--- src/hw/rtl/varint_pkg.sv ---
package varint_pkg;

  // Action codes on the input channel
  localparam logic ACT_ENCODE = 1'b0;
  localparam logic ACT_DECODE = 1'b1;

  // Result kinds
  localparam logic [1:0] KIND_ENC_BYTE  = 2'd0;
  localparam logic [1:0] KIND_DEC_VALUE = 2'd1;
  localparam logic [1:0] KIND_OVERLONG  = 2'd2;

  // Byte layout
  localparam logic [7:0] SEG_MASK  = 8'h7F;
  localparam logic [7:0] CONT_MASK = 8'h80;
  localparam int unsigned SEG_BITS = 7;

  // Overlong limits for the shift position
  localparam logic [6:0] LIMIT_SHORT = 7'd32;
  localparam logic [6:0] LIMIT_LONG  = 7'd64;

  // Commands from controller to datapath
  typedef struct packed {
    logic enc_load;   // load a new encode value and emit its first byte
    logic enc_step;   // emit the next byte of the running encode
    logic dec_step;   // fold one input byte into the decoder
  } vc_cmd_t;

  // Status from datapath to controller
  typedef struct packed {
    logic first_more; // encode value needs more than one byte
    logic rest_more;  // running encode needs more bytes after this one
    logic dec_emit;   // decode byte ends a value or raises an overlong error
  } vc_status_t;

endpackage

--- src/hw/rtl/varint_codec.sv ---
// LEB128-style VarInt/VarLong codec, 7 data bits per byte, bit 7 continues.
// Input channel (in_valid/in_ready): in_action selects encode of in_value or
// decode of in_byte; in_long_form picks 64-bit form (latched on the first
// decode byte of a sequence).
// Result channel (out_valid/out_ready): out_kind tells an encoded byte, a
// decoded value with out_byte_count, or an overlong error; out_last marks
// the final beat caused by an input item.
// Latency: the first result beat is valid the cycle after the input beat.
// Decode takes a new input byte whenever the output slot is free; an encode
// item emits one byte per result beat (1-5 short, 1-10 long) through the
// single output register that the encoder feeds one byte at a time. The
// input stays blocked until the last encoded byte is loaded.
// Continuation bytes give no result beat unless they make the value overlong.
// Reset clears the decoder accumulator, shift, byte count and width, and
// empties the output register.
// A stalled receiver holds the current result beat and blocks new input
// until it is taken; an input beat is taken in the same cycle that the
// waiting result is drained.
module varint_codec (
  input  logic               clk,
  input  logic               rst_n,
  input  logic               in_valid,
  output logic               in_ready,
  input  logic               in_action,
  input  logic               in_long_form,
  input  logic signed [63:0] in_value,
  input  logic [7:0]         in_byte,
  output logic               out_valid,
  input  logic               out_ready,
  output logic [1:0]         out_kind,
  output logic [7:0]         out_byte,
  output logic signed [63:0] out_decoded_value,
  output logic [3:0]         out_byte_count,
  output logic               out_last
);

  varint_pkg::vc_cmd_t    cmd;
  varint_pkg::vc_status_t status;

  varint_ctrl u_ctrl (
    .clk       (clk),
    .rst_n     (rst_n),
    .in_valid  (in_valid),
    .in_ready  (in_ready),
    .in_action (in_action),
    .out_valid (out_valid),
    .out_ready (out_ready),
    .status    (status),
    .cmd       (cmd)
  );

  varint_dp u_dp (
    .clk               (clk),
    .rst_n             (rst_n),
    .cmd               (cmd),
    .status            (status),
    .in_long_form      (in_long_form),
    .in_value          (in_value),
    .in_byte           (in_byte),
    .out_kind          (out_kind),
    .out_byte          (out_byte),
    .out_decoded_value (out_decoded_value),
    .out_byte_count    (out_byte_count),
    .out_last          (out_last)
  );

endmodule

--- src/hw/rtl/varint_ctrl.sv ---
module varint_ctrl (
  input  logic                  clk,
  input  logic                  rst_n,
  input  logic                  in_valid,
  output logic                  in_ready,
  input  logic                  in_action,
  output logic                  out_valid,
  input  logic                  out_ready,
  input  varint_pkg::vc_status_t status,
  output varint_pkg::vc_cmd_t    cmd
);

  localparam logic ST_IDLE = 1'b0;
  localparam logic ST_ENC  = 1'b1;

  logic state_r, state_nxt;
  logic out_valid_r, out_valid_nxt;
  logic slot_free;
  logic accept;
  logic out_load;

  // Output slot frees up when empty or being drained this cycle
  assign slot_free = !out_valid_r || out_ready;
  assign in_ready  = (state_r == ST_IDLE) && slot_free;
  assign accept    = in_valid && in_ready;
  assign out_valid = out_valid_r;

  // Sequence commands
  always_comb begin
    state_nxt = state_r;
    cmd       = '0;
    out_load  = 1'b0;
    case (state_r)
      ST_IDLE: begin
        if (accept) begin
          if (in_action == varint_pkg::ACT_ENCODE) begin
            cmd.enc_load = 1'b1;
            out_load     = 1'b1;
            if (status.first_more) begin
              state_nxt = ST_ENC;
            end
          end else begin
            cmd.dec_step = 1'b1;
            out_load     = status.dec_emit;
          end
        end
      end
      ST_ENC: begin
        if (slot_free) begin
          cmd.enc_step = 1'b1;
          out_load     = 1'b1;
          if (!status.rest_more) begin
            state_nxt = ST_IDLE;
          end
        end
      end
      default: begin
        state_nxt = ST_IDLE;
      end
    endcase
  end

  // Hold the result beat until taken
  always_comb begin
    if (out_load) begin
      out_valid_nxt = 1'b1;
    end else if (out_ready) begin
      out_valid_nxt = 1'b0;
    end else begin
      out_valid_nxt = out_valid_r;
    end
  end

  always_ff @(posedge clk) begin
    if (!rst_n) begin
      state_r     <= ST_IDLE;
      out_valid_r <= 1'b0;
    end else begin
      state_r     <= state_nxt;
      out_valid_r <= out_valid_nxt;
    end
  end

endmodule

--- src/hw/rtl/varint_dp.sv ---
module varint_dp (
  input  logic                  clk,
  input  logic                  rst_n,
  input  varint_pkg::vc_cmd_t    cmd,
  output varint_pkg::vc_status_t status,
  input  logic                  in_long_form,
  input  logic signed [63:0]    in_value,
  input  logic [7:0]            in_byte,
  output logic [1:0]            out_kind,
  output logic [7:0]            out_byte,
  output logic signed [63:0]    out_decoded_value,
  output logic [3:0]            out_byte_count,
  output logic                  out_last
);

  // Encoder shift register
  logic [63:0] enc_v_r, enc_v_nxt;
  logic [63:0] enc_first;

  // Decoder state
  logic [63:0] acc_r, acc_nxt;
  logic [6:0]  shift_r, shift_nxt;
  logic [3:0]  seen_r, seen_nxt;
  logic        wide_r, wide_nxt;

  // Result payload
  logic [1:0]  kind_r, kind_nxt;
  logic [7:0]  byte_r, byte_nxt;
  logic [63:0] val_r, val_nxt;
  logic [3:0]  cnt_r, cnt_nxt;
  logic        last_r, last_nxt;

  // Decode step terms
  logic        dec_wide;
  logic [63:0] acc_upd;
  logic [6:0]  shift_upd;
  logic [3:0]  seen_upd;
  logic        dec_cont;
  logic        overlong;
  logic [63:0] dec_val;

  // Mask the encode value to 32 bits in short form
  assign enc_first = in_long_form ? in_value : {32'd0, in_value[31:0]};

  assign status.first_more = |enc_first[63:varint_pkg::SEG_BITS];
  assign status.rest_more  = |enc_v_r[63:varint_pkg::SEG_BITS];

  // Latch the width on the first byte of a sequence
  assign dec_wide  = (seen_r == 4'd0) ? in_long_form : wide_r;
  assign acc_upd   = acc_r | ({56'd0, in_byte & varint_pkg::SEG_MASK} << shift_r);
  assign seen_upd  = seen_r + 4'd1;
  assign shift_upd = shift_r + 7'(varint_pkg::SEG_BITS);
  assign dec_cont  = |(in_byte & varint_pkg::CONT_MASK);
  assign overlong  = shift_upd >= (dec_wide ? varint_pkg::LIMIT_LONG
                                            : varint_pkg::LIMIT_SHORT);
  assign dec_val   = dec_wide ? acc_upd : {{32{acc_upd[31]}}, acc_upd[31:0]};

  assign status.dec_emit = !dec_cont || overlong;

  always_comb begin
    enc_v_nxt = enc_v_r;
    acc_nxt   = acc_r;
    shift_nxt = shift_r;
    seen_nxt  = seen_r;
    wide_nxt  = wide_r;
    kind_nxt  = kind_r;
    byte_nxt  = byte_r;
    val_nxt   = val_r;
    cnt_nxt   = cnt_r;
    last_nxt  = last_r;

    // Emit the first encoded byte and keep the rest
    if (cmd.enc_load) begin
      enc_v_nxt = enc_first >> varint_pkg::SEG_BITS;
      kind_nxt  = varint_pkg::KIND_ENC_BYTE;
      byte_nxt  = {status.first_more, enc_first[6:0]};
      val_nxt   = '0;
      cnt_nxt   = '0;
      last_nxt  = !status.first_more;
    end

    // Advance the running encode by one byte
    if (cmd.enc_step) begin
      enc_v_nxt = enc_v_r >> varint_pkg::SEG_BITS;
      kind_nxt  = varint_pkg::KIND_ENC_BYTE;
      byte_nxt  = {status.rest_more, enc_v_r[6:0]};
      val_nxt   = '0;
      cnt_nxt   = '0;
      last_nxt  = !status.rest_more;
    end

    // Fold one byte into the decoder
    if (cmd.dec_step) begin
      if (!dec_cont) begin
        kind_nxt  = varint_pkg::KIND_DEC_VALUE;
        byte_nxt  = '0;
        val_nxt   = dec_val;
        cnt_nxt   = seen_upd;
        last_nxt  = 1'b1;
        acc_nxt   = '0;
        shift_nxt = '0;
        seen_nxt  = '0;
        wide_nxt  = 1'b0;
      end else if (overlong) begin
        kind_nxt  = varint_pkg::KIND_OVERLONG;
        byte_nxt  = '0;
        val_nxt   = '0;
        cnt_nxt   = '0;
        last_nxt  = 1'b1;
        acc_nxt   = '0;
        shift_nxt = '0;
        seen_nxt  = '0;
        wide_nxt  = 1'b0;
      end else begin
        acc_nxt   = acc_upd;
        shift_nxt = shift_upd;
        seen_nxt  = seen_upd;
        wide_nxt  = dec_wide;
      end
    end
  end

  // Decoder state clears at reset
  always_ff @(posedge clk) begin
    if (!rst_n) begin
      acc_r   <= '0;
      shift_r <= '0;
      seen_r  <= '0;
      wide_r  <= 1'b0;
    end else begin
      acc_r   <= acc_nxt;
      shift_r <= shift_nxt;
      seen_r  <= seen_nxt;
      wide_r  <= wide_nxt;
    end
  end

  // Payload registers
  always_ff @(posedge clk) begin
    enc_v_r <= enc_v_nxt;
    kind_r  <= kind_nxt;
    byte_r  <= byte_nxt;
    val_r   <= val_nxt;
    cnt_r   <= cnt_nxt;
    last_r  <= last_nxt;
  end

  assign out_kind          = kind_r;
  assign out_byte          = byte_r;
  assign out_decoded_value = val_r;
  assign out_byte_count    = cnt_r;
  assign out_last          = last_r;

endmodule
--- config.mk ---
export PLATFORM = sky130hd
export DESIGN_NAME = varint_codec
export DESIGN_NICKNAME = d
export VERILOG_FILES = /design/src/hw/rtl/varint_pkg.sv /design/src/hw/rtl/varint_codec.sv /design/src/hw/rtl/varint_ctrl.sv /design/src/hw/rtl/varint_dp.sv
export SDC_FILE = /design/constraint.sdc
export NUM_CORES = 1
export LEC_CHECK = 0
export ABC_AREA = 1
export BUFFER_PORTS_ARGS = -buffer_cell sky130_fd_sc_hd__buf_2
export CELL_PAD_IN_SITES_DETAIL_PLACEMENT = 0
export CELL_PAD_IN_SITES_GLOBAL_PLACEMENT = 2
export CORE_AREA = 2 2 147 206
export DETAILED_ROUTE_END_ITERATION = 10
export DIE_AREA = 0 0 149 208
export PLACE_DENSITY_LB_ADDON = 0.15
export REMOVE_ABC_BUFFERS = 1
export SLEW_MARGIN = 20
export SYNTH_ARGS = -nofsm -noshare
export SYNTH_HDL_FRONTEND = slang
export SYNTH_SLANG_ARGS = --single-unit
--- constraint.sdc ---
create_clock -name clk -period 4.9 [get_ports clk]
set_input_delay 0.735 -clock clk [delete_from_list [all_inputs] [get_ports clk]]
set_output_delay 0.735 -clock clk [all_outputs]
set_load 0.02 [all_outputs]
Yosys cells after proc, flatten, opt, wreduce, memory -nomap -nowiden

Index checks and enable logic that the tools add are counted.

Register bits after elaboration: 214
Input port bits: 78
Output and inout port bits: 81
Logic and storage cells: 90

$add $sub $neg: 2
Order comparisons: 1
Shift operators: 1
Muxes and demuxes: 58
Bitwise logic cells: 2
Reduce and logical (&&, ||, !) cells: 13

Operators by type and width:

| kind                                                           | count |
|---|---|
| 64-bit 2-to-1 mux                                              | 9 |
| 64-bit bitwise OR                                              | 1 |
| 7-bit by 7-bit left shift with 64-bit output                   | 1 |
| 57-bit 2-to-1 mux                                              | 1 |
| 57-bit OR reduction                                            | 1 |
| 50-bit 2-to-1 mux                                              | 1 |
| 50-bit OR reduction                                            | 1 |
| 8-bit 2-to-1 mux                                               | 5 |
| 4-bit 2-to-1 mux                                               | 7 |
| 1-bit 2-to-1 mux                                               | 25 |
| 7-bit 2-to-1 mux                                               | 3 |
| 2-bit 2-to-1 mux                                               | 5 |
| 7-bit by 3-bit adder with 7-bit output (second input constant) | 1 |
| 7-bit greater-or-equal comparator                              | 1 |
| 4-bit by 1-bit adder with 4-bit output (second input constant) | 1 |
| 1-bit zero test                                                | 4 |
| 4-bit zero test                                                | 1 |
| 1-bit case mux with 2 select lines                             | 2 |
| 2-bit nonzero test                                             | 2 |
| 1-bit logical AND                                              | 2 |
| 1-bit logical OR                                               | 2 |
| 1-bit NOT                                                      | 1 |

Depth between registers and ports, before layout

Depth in word-level cells: 11
Mapped depth: 17
Depth with buffers taken out: 14

Modules after synthesis

From an unflattened synthesis, not the netlist that was laid out.

Cells, all modules: 1361
Area, all modules: 9980.8 sq um

By module, submodules not included:

| module      | instances | cells each | area an instance (sq um) | seq. area each (sq um) |
|---|---|---|---|---|
| varint_dp   | 1         | 1340       | 9854.5                   | 4814.6 |
| varint_ctrl | 1         | 21         | 126.4                    | 40.0 |

Worst setup path before layout

Ideal clock, no wire load.

Path type: input to register
Start: input out_ready
End: register u_dp.val_r[59] (netlist: u_dp.out_decoded_value[59])
Setup time: 0.113 ns
Arrival time: 3.079 ns
Required time: 4.787 ns
Setup slack: 1.709 ns
Stages on the path: 10
Path buffers: 1
Cell sequence: inv_1 > nand2_1 > nand2_1 > nor2_1 > nand2_1 > nand2_1 > inv_2 > buf_1 > nand3_1 > nand2_1

Longest elaborated chain between the ends: 10
Elaborated cells between the ends (all ways): 14
Classes of those cells: mux (11); reduce/logical (3)

Ends and longest elaborated chain:

| item                       | line               | text |
|---|---|---|
| start, declared            | varint_codec.sv:29 | `input logic out_ready,` |
| 1-bit logical OR (*)       | varint_ctrl.sv:23  | `assign slot_free = !out_valid_r \|\| out_ready;` |
| 1-bit logical AND          | varint_ctrl.sv:24  | `assign in_ready = (state_r == ST_IDLE) && slot_free;` |
| 1-bit logical AND          | varint_ctrl.sv:25  | `assign accept = in_valid && in_ready;` |
| 1-bit 2-to-1 mux           | varint_ctrl.sv:35  | `if (accept) begin` |
| 1-bit 2-to-1 mux           | varint_ctrl.sv:33  | `case (state_r)` |
| 64-bit 2-to-1 mux          | varint_dp.sv:73    | `if (cmd.enc_load) begin` |
| 64-bit 2-to-1 mux          | varint_dp.sv:83    | `if (cmd.enc_step) begin` |
| 64-bit 2-to-1 mux          | varint_dp.sv:104   | `end else if (overlong) begin` |
| 64-bit 2-to-1 mux          | varint_dp.sv:94    | `if (!dec_cont) begin` |
| 64-bit 2-to-1 mux (*)      | varint_dp.sv:93    | `if (cmd.dec_step) begin` |
| named net u_dp.val_nxt[59] | varint_dp.sv:29    | `logic [63:0] val_r, val_nxt;` |
| end signal, assigned       | varint_dp.sv:143   | `val_r <= val_nxt;` |
| end, declared              | varint_dp.sv:29    |  |

Mark *: on every way through the listed nets, which the timed path passes. The rest lies on a longest branch.
A chain may end at the register's enable or synchronous reset.

Final worst setup path

Start: register u_dp.shift_r[3]
End: register u_dp.val_r[34] (netlist: u_dp.out_decoded_value[34])

Longest elaborated chain between the ends: 5
Elaborated cells between the ends (all ways): 8
Classes of those cells: add/sub (1); order compare (1); shift (1); mux (4); bitwise (1)

Ends and longest elaborated chain:

| item                                                                                                          | line                              | text |
|---|---|---|
| start, declared                                                                                               | varint_dp.sv:22                   | `logic [6:0] shift_r, shift_nxt;` |
| start signal, assigned                                                                                        | varint_dp.sv:132                  | `shift_r <= shift_nxt;` |
| 7-bit by 3-bit adder with 7-bit output / 7-bit by 7-bit left shift with 64-bit output (equally long branches) | varint_dp.sv:52, varint_dp.sv:50  |  |
| 7-bit greater-or-equal comparator / 64-bit bitwise OR (equally long branches)                                 | varint_dp.sv:54, varint_dp.sv:50  |  |
| 64-bit 2-to-1 mux (on tied branches)                                                                          | varint_dp.sv:104, varint_dp.sv:56 |  |
| 64-bit 2-to-1 mux (*)                                                                                         | varint_dp.sv:94                   |  |
| 64-bit 2-to-1 mux (*)                                                                                         | varint_dp.sv:93                   |  |
| named net u_dp.val_nxt[34]                                                                                    | varint_dp.sv:29                   |  |

Marked as above.

==> metrics.cfg <==
[route]
wl_met2_um = 15000
viasPerCell = 4.75
highest_layer = met5
routedWlPerCell_um = 15.5
first_pass_iters = 5
drt_iter0_drc = 398
wl_met1_um = 12200
wl_um = 29400
wl_met3_um = 1460
ant_nets = 0
num_vias = 8991
drc = 0

[placed_design]
place_congestion = 0.804
placed_cell_area_um2 = 11000
pre_cts_ws_ns = 1.46
dp_hpwl_um = 19900
io_buffers = 158

[worst_setup_path]
r2r_setup_slack_ns = 1.63
cp_num_cells = 13
path_cells = nand2_1 -> inv_1 -> nand3_1 -> xor2_1 -> ha_1 -> inv_1 -> nor2_1 -> nor2_1 -> nand3_2 -> nand2_4 -> buf_4 -> nand3_1 -> nand2_1
crit_path_max_incr_delay_ns = 0.87
arrival_ns = 3.74
reg2reg_to = u_dp.out_decoded_value[34]$_DFF_P_
r2r_start = u_dp.shift_r[3]$_SDFFE_PN0P_
cp-startpoint = u_dp.shift_r[3]$_SDFFE_PN0P_
cp_slowest_cell = dfxtp_1
endpoint_kind = register
crit_end = u_dp.out_decoded_value[34]$_DFF_P_
crit_family = simple AND/OR/NAND/NOR gates
critPathMaxFanout = 43
crit_path_start_kind = register
cp.buffers_inverters = 3
critical_path_class = register to register
critical_path_required_ns = 5.37
r2r_cells = 13

[clocking]
cts.clk_slew.worst_paths_ns = 0.06
ctsRootBufferMaster = clkbuf_16
postCtsHoldBufs = 0
clockBufferDepth = 3
cts_tree = done
cts_sinks = 214
cts_resized = 0
cts_setup_buffers = 0
htreeDepth = 1
clock_latency_ns = 0.53
cts_inserted_buffers = 24

[yosys]
synth_top_family_by_area = simple AND/OR/NAND/NOR gates
synth_area_um2 = 10000
muxShareOfSynthArea_pct = 0.0997
synth_area_leader_cell = dfxtp_1
ys_warn_count = 0
syn_inst = 1379
ys_seq_elements = 214
syn_avg_cell_area_um2 = 7.28
synth_top_area_share_pct = 31.3
synthSimpleGateAreaFrac_pct = 32.5
synthTopCellsByArea = dfxtp_1, edfxtp_1, nand2_1
synth-xor-area-share_pct = 0.772
yosysSeqAreaShare_pct = 48.3
synth_fa_ha_area_share_pct = 0.747
synth_compound_area_share_pct = 9.30
synth_cell_type_count = 41

[sta]
hold_ws_ns = 0.458
period_share_pct = 66.7
worstMarginPinSlew_ns = 1.05
rsz0062_at_grt = false
setup_viol = 0
fmax_mhz = 306
finalMaxSlewViolations = 0
relSlewSlack_pct = 29.8
worst_slack_ns = 1.63
finalHoldViolations = 0
clock_skew_ns = 0.0130
finalCriticalPeriod_ns = 3.27

[floorplan]
die_y_um = 208
ios = 159
coreArea_um2 = 29100
rows = 74
dieArea_um2 = 31000
start_util_pct = 34.5
die_w_um = 149

[global_routing]
grt_usage_pct = 18.9
grt_pass1_vias = 8801
antenna_found_initial = 1
overflow = 0
grt_max_degree = 77
grt_pass1_wl_um = 46900

[worst_hold_path]
hold_class = register to register

[layout]
final_core_util_pct = 40.6
final_design_area_no_fill_um2 = 11800
n_antenna_cell = 0
final_common_cell = nand2_1
fin_nets = 1580
layout_common_cells = nand2_1, nand3_1, buf_2
layout-drive-gt1-share_pct = 15.7
syn_to_final_growth_pct = 17.5

[pwr]
leakagePower_nw = 5.74
ir_worst_vdd_uv = 223
totalPowerFinal_mw = 4.47
powerDensity_nw_per_um2 = 379

[run]
cap_violations = 0

[status]
status = completed

layer usage:
layer | up-vias | track usage, %
li1 | 4697 | -
met1 | 4069 | 22.4
met2 | 178 | 34.5
met3 | 45 | 3.11
met4 | 2 | 5.71
met5 | - | 0
metrics by stage:
step | TNS [ns] | cells
2_1_floorplan | -11.66 | 1301
3_3_place_gp | 0 | 1850
3_5_place_dp | 0 | 1850
4_1_cts | 0 | 1893
5_1_grt | 0 | 1893
6_report | 0 | 1893
state kept, by name, summed over array words and instances (netlist names):
name	flops
u_dp.enc_v_r	57
u_dp.out_byte_count	4
u_dp.out_decoded_value	64
u_dp.acc_r	64
u_dp.out_kind	2
u_dp.seen_r	4
u_ctrl.state_r	1
u_ctrl.out_valid	1
u_dp.shift_r	7
u_dp.wide_r	1
u_dp.out_last	1
u_dp.out_byte	8
tightest hold or removal path, cell delays in order, from the launching register on:
cell and delay (ns):
dfxtp_1 0.30, nand3_1 0.07, nand2_1 0.04
kinds of logic (layout without fill, tap and decap cells):
kind of cell | Yosys count | in the layout
multiplexers | 1 | 1
adder cells (fa/ha/maj) | 6 | 6
buffers and inverters | 194 | 328
flip-flops | 214 | 214
XOR/XNOR | 8 | 8
AO/OA/AOI/OAI | 169 | 169
AND/OR/NAND/NOR | 787 | 787
how the worst min path moves through the flow:
stage	start	endpoint	slack, ns	depth (start not counted)
detailed placement	u_dp.out_decoded_value[0]$_DFF_P_	u_dp.out_decoded_value[0]$_DFF_P_	0.45	2
global placement	u_dp.out_decoded_value[20]$_DFF_P_	u_dp.out_decoded_value[20]$_DFF_P_	0.45	2
floorplan	u_ctrl.state_r$_SDFF_PN0_	u_ctrl.state_r$_SDFF_PN0_	0.46	2
CTS	rst_n	u_ctrl.state_r$_SDFF_PN0_	0.45	3
global route	rst_n	u_ctrl.state_r$_SDFF_PN0_	0.47	3
finish	u_dp.out_decoded_value[0]$_DFF_P_	u_dp.out_decoded_value[0]$_DFF_P_	0.46	2
area by class of cell:
type                    instances  area [um2]
repair buffers                169         886
flip-flops and latches        214        4850
clock inverters                10        80.1
inverters                     116         440
multi-input cells             971        4370
clock buffers                  33         688
well taps                     380         475
fillers                      3138       17300
power by group:
group	switching (mW)	internal (mW)
combinational	0.487	0.194
clock	0.760	1.04
sequential	0.0621	1.94
cells in the mapped netlist:
cell,instances
xnor2_1,1
o21ai_0,137
inv_1,110
nand2_4,1
nor2_2,2
mux2i_1,1
xor2_1,6
or2_2,1
a21o_1,2
nor3b_1,1
nand4_1,18
nor4_1,5
clkbuf_1,37
nand2_2,3
inv_6,1
edfxtp_1,57
a31o_2,10
nand2_1,452
o21bai_1,10
xor2_2,1
o21bai_2,1
nand3_1,159
buf_1,11
and2_1,1
buf_4,1
dfxtp_1,157
buf_6,9
ha_1,6
a31oi_1,1
o21a_1,2
nor3_1,9
o21ai_1,1
nor2_1,133
a21oi_1,2
nand3_2,2
a21boi_0,1
o211ai_1,1
inv_2,4
buf_2,20
o21ai_2,1
clkinv_1,1
Note: power is estimated with default switching activity, not from simulation.
